`src/lrukv_pkg.sv`:
```
// lrukv_pkg: shared types and constants for the lru key-value cache
// holds field widths, operation codes and the structs passed along the cell chain
// no dependencies
package lrukv_pkg;

  localparam int KEY_W   = 32;
  localparam int VALUE_W = 32;
  localparam int CFG_W   = 5;

  localparam logic [CFG_W-1:0]   CFG_RESET  = 5'd16;
  localparam logic [VALUE_W-1:0] MISS_VALUE = {VALUE_W{1'b1}};

  localparam logic OP_GET = 1'b0;
  localparam logic OP_PUT = 1'b1;

  // request broadcast to every cell
  typedef struct packed {
    logic               is_put;
    logic [KEY_W-1:0]   key;
    logic [VALUE_W-1:0] write_value;
  } lrukv_req_t;

  // update command broadcast once the chain has resolved the lookup
  typedef struct packed {
    logic go;
    logic hit;
    logic insert;
    logic full;
  } lrukv_upd_t;

  // lookup results rippling from cell to cell
  typedef struct packed {
    logic               claimed;
    logic               hit;
    logic [VALUE_W-1:0] value;
  } lrukv_link_t;

endpackage

```
`src/lrukv_cell.sv`:
```
// lrukv_cell: one cache entry with key, value, valid flag and recency rank
// compares the key, passes hit data and the free-slot token to the next cell
// depends on lrukv_pkg
module lrukv_cell
  import lrukv_pkg::*;
#(
  parameter int RANK_W = 4
) (
  input  logic              clk,
  input  logic              rst,
  input  lrukv_req_t        req,
  input  lrukv_upd_t        upd,
  input  logic [RANK_W-1:0] limit,
  input  logic [RANK_W-1:0] last_rank,
  input  lrukv_link_t       link_in,
  output lrukv_link_t       link_out,
  input  logic [RANK_W-1:0] rank_in,
  output logic [RANK_W-1:0] rank_out,
  output logic              occupied
);

  logic               valid;
  logic [KEY_W-1:0]   key;
  logic [VALUE_W-1:0] value;
  logic [RANK_W-1:0]  rank;

  logic match;
  logic oldest;
  logic free_here;
  logic sel;
  logic age;

  assign match     = valid && (key == req.key);
  assign oldest    = valid && (rank == last_rank);
  assign free_here = !valid && !link_in.claimed;

  assign link_out.claimed = link_in.claimed || !valid;
  assign link_out.hit     = link_in.hit || match;
  assign link_out.value   = link_in.value | (match ? value : '0);
  assign rank_out         = rank_in | (match ? rank : '0);
  assign occupied         = valid;

  always_comb begin
    if (upd.hit) begin
      sel = match;
    end else if (upd.insert) begin
      sel = upd.full ? oldest : free_here;
    end else begin
      sel = 1'b0;
    end
  end

  // on a hit, everything ranked newer than the promoted entry ages by one; on an insert, every other valid entry ages
  assign age = valid && !sel && (upd.hit || upd.insert) && (upd.insert || (rank < limit));

  always_ff @(posedge clk) begin
    if (rst) begin
      valid <= 1'b0;
    end else if (upd.go && sel) begin
      valid <= 1'b1;
    end
  end

  always_ff @(posedge clk) begin
    if (upd.go) begin
      if (sel) begin
        rank <= '0;
        if (upd.insert) begin
          key <= req.key;
        end
        if (req.is_put) begin
          value <= req.write_value;
        end
      end else if (age) begin
        rank <= rank + RANK_W'(1);
      end
    end
  end

endmodule

```
`src/lru_key_value_cache.sv`:
```
// lru_key_value_cache: fully associative key-value cache with lru replacement
// a chain of lrukv_cell entries plus the entry count and the result register
// depends on lrukv_pkg and lrukv_cell
//
// usage:
//   request channel (request_valid/request_stall) carries operation, key and
//   write_value; operation is get or put. result channel (result_valid/
//   result_stall) carries hit, read_value and evicted, one item per request.
//   config channel (config_valid/config_ready) writes capacity_in_use; it is
//   always ready. the user must write it only while the cache is idle; the
//   block does not enforce this. timing: the result is registered and shows in
//   the cycle after the request is taken. throughput: one item per cycle while
//   the result is not stalled; all entries compare the key in parallel and update ranks in the same cycle.
// stall: a stalled result holds, and request_stall rises while a result is
//   held, so nothing is lost or reordered.
// reset: all entries become empty, the count clears, capacity_in_use = 16.
//   there is no clearing pass; requests are taken right after reset.
module lru_key_value_cache
  import lrukv_pkg::*;
#(
  parameter int CAPACITY = 16
) (
  input  logic                      clk,
  input  logic                      rst,
  input  logic                      request_valid,
  output logic                      request_stall,
  input  logic                      operation,
  input  logic signed [KEY_W-1:0]   key,
  input  logic signed [VALUE_W-1:0] write_value,
  output logic                      result_valid,
  input  logic                      result_stall,
  output logic                      hit,
  output logic signed [VALUE_W-1:0] read_value,
  output logic                      evicted,
  input  logic                      config_valid,
  output logic                      config_ready,
  input  logic [CFG_W-1:0]          config_data
);

  localparam int RANK_W = (CAPACITY > 1) ? $clog2(CAPACITY) : 1;
  localparam int CNT_W  = $clog2(CAPACITY + 1);
  localparam int CMP_W  = (CNT_W > CFG_W) ? CNT_W : CFG_W;

  logic [CFG_W-1:0] capacity_in_use;
  logic [CNT_W-1:0] count;
  logic [CMP_W-1:0] cap_ext;
  logic [CMP_W-1:0] eff_cap;

  logic        accept;
  logic        full;
  logic        lookup_hit;
  logic        insert;
  lrukv_req_t  req;
  lrukv_upd_t  upd;
  logic [RANK_W-1:0] last_rank;

  lrukv_link_t       link [0:CAPACITY];
  logic [RANK_W-1:0] rank_link [0:CAPACITY];
  logic [CAPACITY-1:0] occupied;

  assign config_ready  = 1'b1;
  assign request_stall = result_valid && result_stall;
  assign accept        = request_valid && !request_stall;

  always_ff @(posedge clk) begin
    if (rst) begin
      capacity_in_use <= CFG_RESET;
    end else if (config_valid && config_ready) begin
      capacity_in_use <= config_data;
    end
  end

  // zero acts as one, anything above CAPACITY saturates to CAPACITY
  assign cap_ext = CMP_W'(capacity_in_use);
  always_comb begin
    if (cap_ext == '0) begin
      eff_cap = CMP_W'(1);
    end else if (cap_ext > CMP_W'(CAPACITY)) begin
      eff_cap = CMP_W'(CAPACITY);
    end else begin
      eff_cap = cap_ext;
    end
  end

  assign full      = CMP_W'(count) >= eff_cap;
  assign last_rank = RANK_W'(count - CNT_W'(1));

  assign req.is_put      = (operation == OP_PUT);
  assign req.key         = key;
  assign req.write_value = write_value;

  assign link[0]      = '0;
  assign rank_link[0] = '0;

  genvar g;
  generate
    for (g = 0; g < CAPACITY; g++) begin : g_cell
      lrukv_cell #(
        .RANK_W(RANK_W)
      ) u_cell (
        .clk       (clk),
        .rst       (rst),
        .req       (req),
        .upd       (upd),
        .limit     (rank_link[CAPACITY]),
        .last_rank (last_rank),
        .link_in   (link[g]),
        .link_out  (link[g+1]),
        .rank_in   (rank_link[g]),
        .rank_out  (rank_link[g+1]),
        .occupied  (occupied[g])
      );
    end
  endgenerate

  assign lookup_hit = link[CAPACITY].hit;
  assign insert     = req.is_put && !lookup_hit;

  assign upd.go     = accept;
  assign upd.hit    = lookup_hit;
  assign upd.insert = insert;
  assign upd.full   = full;

  always_ff @(posedge clk) begin
    if (rst) begin
      count <= '0;
    end else if (accept && insert && !full) begin
      count <= count + CNT_W'(1);
    end
  end

  always_ff @(posedge clk) begin
    if (rst) begin
      result_valid <= 1'b0;
    end else if (accept) begin
      result_valid <= 1'b1;
    end else if (!result_stall) begin
      result_valid <= 1'b0;
    end
  end

  always_ff @(posedge clk) begin
    if (accept) begin
      hit        <= lookup_hit;
      read_value <= (!req.is_put && lookup_hit) ? link[CAPACITY].value : MISS_VALUE;
      evicted    <= insert && full;
    end
  end

  a_count_matches_valid: assert property (@(posedge clk) disable iff (rst)
    $countones(occupied) == 32'(count))
    else $error("entry count disagrees with valid entries");

  a_count_bound: assert property (@(posedge clk) disable iff (rst)
    32'(count) <= CAPACITY)
    else $error("entry count above capacity");

  a_evict_not_hit: assert property (@(posedge clk) disable iff (rst)
    result_valid |-> !(hit && evicted))
    else $error("eviction flagged on a hit");

  a_evict_keeps_count: assert property (@(posedge clk) disable iff (rst)
    (accept && insert && full) |=> $stable(count))
    else $error("count changed on eviction");

endmodule
```
`config.mk`:
```
export PLATFORM = sky130hd
export DESIGN_NAME = lru_key_value_cache
export DESIGN_NICKNAME = d
export VERILOG_FILES = /design/src/lrukv_pkg.sv /design/src/lrukv_cell.sv /design/src/lru_key_value_cache.sv
export SDC_FILE = /design/constraint.sdc
export NUM_CORES = 1
export LEC_CHECK = 0
export BUFFER_PORTS_ARGS = -buffer_cell sky130_fd_sc_hd__buf_2
export CAP_MARGIN = 20
export CORE_ASPECT_RATIO = 1.75
export CORE_UTILIZATION = 25
export DETAILED_ROUTE_END_ITERATION = 10
export GPL_ROUTABILITY_DRIVEN = 0
export GPL_TIMING_DRIVEN = 0
export PLACE_DENSITY = 0.42
export REMOVE_ABC_BUFFERS = 1
export SLEW_MARGIN = 20
export SYNTH_ARGS = -nofsm -noshare
export SYNTH_HDL_FRONTEND = slang
export SYNTH_SLANG_ARGS = --single-unit
```
`constraint.sdc`:
```
create_clock -name clk -period 9.1 [get_ports clk]
set_input_delay 0.455 -clock clk [delete_from_list [all_inputs] [get_ports clk]]
set_output_delay 0.455 -clock clk [all_outputs]
set_load 0.1 [all_outputs]
```
* Word level (Yosys, flattened, before mapping)
Index checks and enable logic that the tools add are counted.
Operators by class: eq/ne operators 33, div/mod/pow operators 0, shift operators 0, bitwise operators 30, order comparisons 18, $add $sub $neg 18, reduce and logical (&&, ||, !) cells 279, multiplexer cells 100, multiply operators 0
Operators by type and width (count):
- $eq 32x32->1 | 16
- $mux 32 | 16
- $or 32x32->32 | 15
- $mux 4 | 32
- $logic_and 1x1->1 | 118
- $reduce_and 3->1 | 32
- $add 4x1->4 const B | 16
- $eq 4x4->1 | 16
- $lt 4x4->1 | 16
- $or 4x4->4 | 15
- $logic_not 1->1 | 50
- $mux 1 | 50
- $logic_or 1x1->1 | 46
- $reduce_and 2->1 | 16
- $reduce_bool 2->1 | 16
- $mux 5 | 2
- $add 5x1->5 const B | 1
- $ge 5x5->1 | 1
- $gt 5x5->1 const B | 1
- $logic_not 5->1 | 1
- $sub 4x1->4 const B | 1
- $ne 2x1->1 const B | 1
Word-level totals: bits in latches 0, memories kept 0, register bits after elaboration 1149, output and inout bits 37, word-level logic and storage cells 548, ROM bits 0, input bits 75, RAM bits 0

* Logic depth before layout (Yosys ltp)
depth in word-level cells 27, mapped depth 17, mapped depth without buffers 14

* Hierarchy
From an unflattened synthesis, not the netlist that was laid out.
Unflattened totals: cells, all modules 3297, area, all modules 50159.4 µm²
By module, submodules not included:
- lrukv_cell at g_cell[10].u_cell ... | instances 11, seq. area each 2062.0 µm², cells an instance 196, area an instance 3006.6 µm²
- lrukv_cell at g_cell[0].u_cell ... | instances 3, seq. area each 2062.0 µm², cells an instance 200, area an instance 3061.7 µm²
- lrukv_cell at g_cell[7].u_cell ... | instances 2, seq. area each 2062.0 µm², cells an instance 195, area an instance 3004.1 µm²
- lru_key_value_cache | instances 1, seq. area each 1241.2 µm², cells an instance 151, area an instance 1893.1 µm²

* Least setup slack after synthesis
Ideal clock, no wire load.
kind reg-to-reg, start point reg count[0], end point reg g_cell[8].u_cell.value[0] (enable), period minus slack after synthesis 5.158 ns, arrival time 4.733 ns, setup slack 3.942 ns, setup time 0.425 ns, data required time 8.675 ns, path buffers 3, stages on the path, launching flop included 14, path through dfxtp_1 > buf_2 > buf_1 > inv_1 > ha_1 > nand2b_1 > a21o_1 > a21o_1 > a21o_1 > a21oi_1 > clkbuf_1 > a31oi_1 > o21bai_1 > nor2b_1
On the way: word-level cells in the longest chain between the ends 7, elaborated cells on any way between the ends 8, those cells by class add/sub: 1; order compare: 1; eq/ne: 1; mux: 3; reduce/logical: 2
Ends and longest elaborated chain:
- start, declared | line lru_key_value_cache.sv:45 | logic [CNT_W-1:0] count;
- start signal, assigned | line lru_key_value_cache.sv:128 | count <= count + CNT_W'(1);
- $sub 4x1->4 | line lru_key_value_cache.sv:86 | assign last_rank = RANK_W'(count - CNT_W'(1));
- via g_cell[0].u_cell.last_rank[0] | line lrukv_cell.sv:14 | input logic [RANK_W-1:0] last_rank,
- $eq 4x4->1 | line lrukv_cell.sv:34 | assign oldest = valid && (rank == last_rank);
- $logic_and 1x1->1 | line lrukv_cell.sv:34
- $mux 1 | line lrukv_cell.sv:47 | sel = upd.full ? oldest : free_here;
- $mux 1 | line lrukv_cell.sv:46 | end else if (upd.insert) begin
- $mux 1 | line lrukv_cell.sv:44 | if (upd.hit) begin
- $reduce_and 3->1 (no source line)
- end signal, assigned | line lrukv_cell.sv:72 | value <= req.write_value;
- end, declared | line lrukv_cell.sv:24 | logic [VALUE_W-1:0] value;
The timed path passes the listed nets, and every way through them passes these cells. A chain may end at the register's enable or synchronous reset.

* Final worst setup path
start point in key[14], end point reg g_cell[3].u_cell.value[0] (enable)
On the way: word-level cells in the longest chain between the ends 22, elaborated cells on any way between the ends 52, those cells by class eq/ne: 16; mux: 2; reduce/logical: 34
Ends and longest elaborated chain:
- start, declared | line lru_key_value_cache.sv:28 | input logic signed [KEY_W-1:0] key,
- $eq 32x32->1 | line lrukv_cell.sv:33 | assign match = valid && (key == req.key);
- $logic_and 1x1->1 | line lrukv_cell.sv:33
- $logic_or 1x1->1 (15 in series) | line lrukv_cell.sv:38 | assign link_out.hit = link_in.hit || match;
- $logic_not 1->1 | line lru_key_value_cache.sv:117 | assign insert = req.is_put && !lookup_hit;
- $logic_and 1x1->1 | line lru_key_value_cache.sv:117
- $mux 1 | line lrukv_cell.sv:46
- $mux 1 * | line lrukv_cell.sv:44
- $reduce_and 3->1 (no source line) *
- end signal, assigned | line lrukv_cell.sv:72
- end, declared | line lrukv_cell.sv:24
Mark *: on every way between the ends. The rest lies on a longest branch, timed or not.

==> impl_results.md <==
- Total Routing Usage GR: 15.4%
- Layout cells sized above 1: 13.8%
- Slew Limit Fails: 0
- Maximum clock path buffer count: 3
- FF/Latch Area: 34,200 um^2
- Total number of vias: 27,400
- FF-to-FF End: g_cell[15].u_cell.value[28]
- Max_cap viols: 0
- CTS tree: built
- Die Area: 195,000 um^2
- Pre-CTS setup slack: 3.17 ns
- Leakage power: 16.9 nW
- Yosys top cell by area: edfxtp_1
- Area contributors post-synth: edfxtp_1, xnor2_1, nand4_1
- I/O pins: 112
- Setup Skew: 0.0834 ns
- Startpoint types: input port
- R2R Path Start: g_cell[1].u_cell.occupied
- CTS buffer count: 109
- Cell with the most instances after synthesis: edfxtp_1
- Period utilization: 54.8%
- Hold path startpoint: result_stall
- Power Dens Cells: 191 nW/um^2
- Register-to-Register Path Depth: 10
- Clock latency on the worst-skew pair: 0.75 ns
- Global-route wire length before repair: 215 mm
- Max_slew headroom: 25.5%
- Buffers on Ports: 110
- Nature of the critical path endpoint: register
- Core Area: 192,000 um^2
- Reg clk slew, reported paths: 0.06 ns
- Min setup slack post-route: 4.11 ns
- Worst Hold End: result_valid
- Post-synthesis sequential area ratio: 70.8%
- H-tree levels: 3
- 1st-pass router iterations: 5
- Total wire length: 152 mm
- Max Clk Rate: 201 MHz
- Post-route antenna net violation count: 0
- CP arrival: 5.47 ns
- Top_reg_cell synth: edfxtp_1
- Clock root buffer: clkbuf_16
- Vias/cell: 4.65
- Final hold violations: 0
- Post CTS Setup Buffer Count: 0
- Initial Utilization: 25.2%
- Grt ovf: 0
- Avg Cell Area, Syn: 15.7 um^2
- RSZ-0062 raised after global routing: false
- Die width: 334 um
- Largest net degree at the start of global routing: 37
- Cell variety after synth: 69
- FFs w/ async S/R, synth: 0%
- R2R setup slack: 4.25 ns
- Hold-critical path depth: 5
- Initial antenna violation count: 14
- Clk sinks: 1,149
- Synth Warn #: 0
- Post-layout util: 29.6%
- Post-synth top cells: edfxtp_1, xnor2_1, nand4_1
- Worst hold path type: in -> reg
- Post-Syn Instances: 3,087
- Status: finished, final reports clean
- Yosys reg bits: 1,149
- Final setup fails: 0
- Number of synthesized flops with an enable pin: 1,122
- Layout fillers: 19,100
- Critical path class: in -> reg
- Crit Path Max Fanout: 32
- Worst Max-Slew Pin Slew: 1.12 ns
- Hold buffers post-CTS: 6
- Area Growth Syn to Fin: 17.7%
- CP required: 9.59 ns
- 1st-iter DRT viols: 1,729
- DRC viols: 0
- Row count: 213
- Footprint of the multi-input gates: 13,200 um^2
- Vias in the first global route: 28,100
- WL/cell: 25.8 um
- Fin crit period: 4.99 ns
- Die H: 584 um
- Maximum vdd ir drop: 0.254 mV
- CTS resizes: 0
- Final HPWL DP: 93.6 mm
- Share of the synthesized area in the top cell type: 69.7%
- Final nets: 3,341
- Synthesized area: 48,300 um^2
routing by layer:
metal / routed length [um] / up-vias / GRT usage [%] / share of wire (%)
met5: 92 / - / 0 / 0.060
met4: 4310 / 14 / 4.59 / 2.8
met3: 4910 / 205 / 1.89 / 3.2
met2: 82000 / 560 / 29.2 / 54
met1: 61000 / 14500 / 17.9 / 40
li1: - / 12200 / - / -
registers in the layout, summed over array words and instances, names as in the netlist:
| name | cells |
|---|---|
| count | 5 |
| result_valid | 1 |
| g_cell.u_cell.value | 512 |
| g_cell.u_cell.rank | 64 |
| g_cell.u_cell.key | 512 |
| read_value | 32 |
| g_cell.u_cell.occupied | 16 |
| cap_ext | 5 |
| evicted | 1 |
| hit | 1 |
power breakdown:
group / switching, mW / internal, mW
Clock: 2.11 / 2.47
Combinational: 0.326 / 0.145
Sequential: 0.0125 / 5.82
logic make-up (layout without fill, tap and decap cells):
family,count (synthesis),after routing,share of synthesized area [%]
buffers and inverters,238,466,2.84
xor gates and xnor gates,595,595,10.8
adders and majority gates,39,39,1.01
AOI/OAI and AO/OA,452,452,7.23
and+or+nand+nor,606,606,7.17
other,1,3,0.00776
DFF,1149,1149,70.8
muxes,7,7,0.148
worst max path at each step:
stage / slack [ns] / endpoint / from / cells after the start
after CTS: 3.97 / g_cell[3].u_cell.value[0] / key[25] / 14
after global placement: -2.17 / read_value[25] / key[31] / 9
final: 4.11 / g_cell[3].u_cell.value[0] / key[14] / 14
after global routing: 3.78 / g_cell[8].u_cell.value[28] / key[4] / 13
after floorplan: 3.52 / g_cell[1].u_cell.value[0] / count[0] / 11
after detailed placement: 3.17 / g_cell[3].u_cell.value[0] / key[25] / 14
critical path, stage by stage:
cell	delay, ns
buf_2	0.75
xnor2_1	0.22
nand4_1	0.15
nor4_2	0.69
and4_4	0.54
buf_16	0.26
nor4_1	0.07
and4_4	0.34
nand2_2	0.58
nor2_1	0.12
nor2_1	0.41
nor2_4	0.22
buf_16	0.26
buf_12	0.17
cell usage in the layout, fill, tap and decap left out, types with 15 or more instances in the layout:
master and count:
nor2_1 129, buf_16 36, a31oi_1 15, buf_12 37, a22o_1 100, nand4_1 191
buf_4 31, and3_1 37, dfxtp_1 26, nor4_2 26, o21ai_0 22, xor2_1 94
a22oi_1 68, inv_1 69, clkinv_2 21, edfxtp_1 1122, nand3_1 40, a221oi_1 99
nor3_1 38, clkbuf_1 30, nand2_1 33, xnor2_1 499, nor2_4 20, ha_1 38
buf_2 83, clkbuf_16 109, a21oi_1 57
area by class of cell:
cell class | instances | area share (%)
Timing Repair Buffer | 197 | 4.37
Sequential cell | 1149 | 60.2
Tap cell | 2580 | 5.67
Multi-Input combinational cell | 1700 | 23.1
Antenna cell | 2 | 0.00880
Inverter | 70 | 0.471
Clock buffer | 141 | 5.04
Clock inverter | 58 | 1.14
metrics by stage:
step / hold slack [ns] / instances / setup TNS (ns) / total power, mW / cell area, um^2
6_report: 0.0873 / 5897 / 0 / 10.9 / 56900
5_1_grt: 0.0690 / 5896 / 0 / 11.2 / 56900
4_1_cts: 0.0353 / 5894 / 0 / 11.0 / 56900
3_5_place_dp: 0.489 / 5689 / 0 / 6.43 / 53300
3_3_place_gp: 0.483 / 5609 / -634.46 / 6.40 / 51000
2_1_floorplan: 0.456 / 2919 / 0 / 6.14 / 47200
Power figures use the tool's default switching activity.
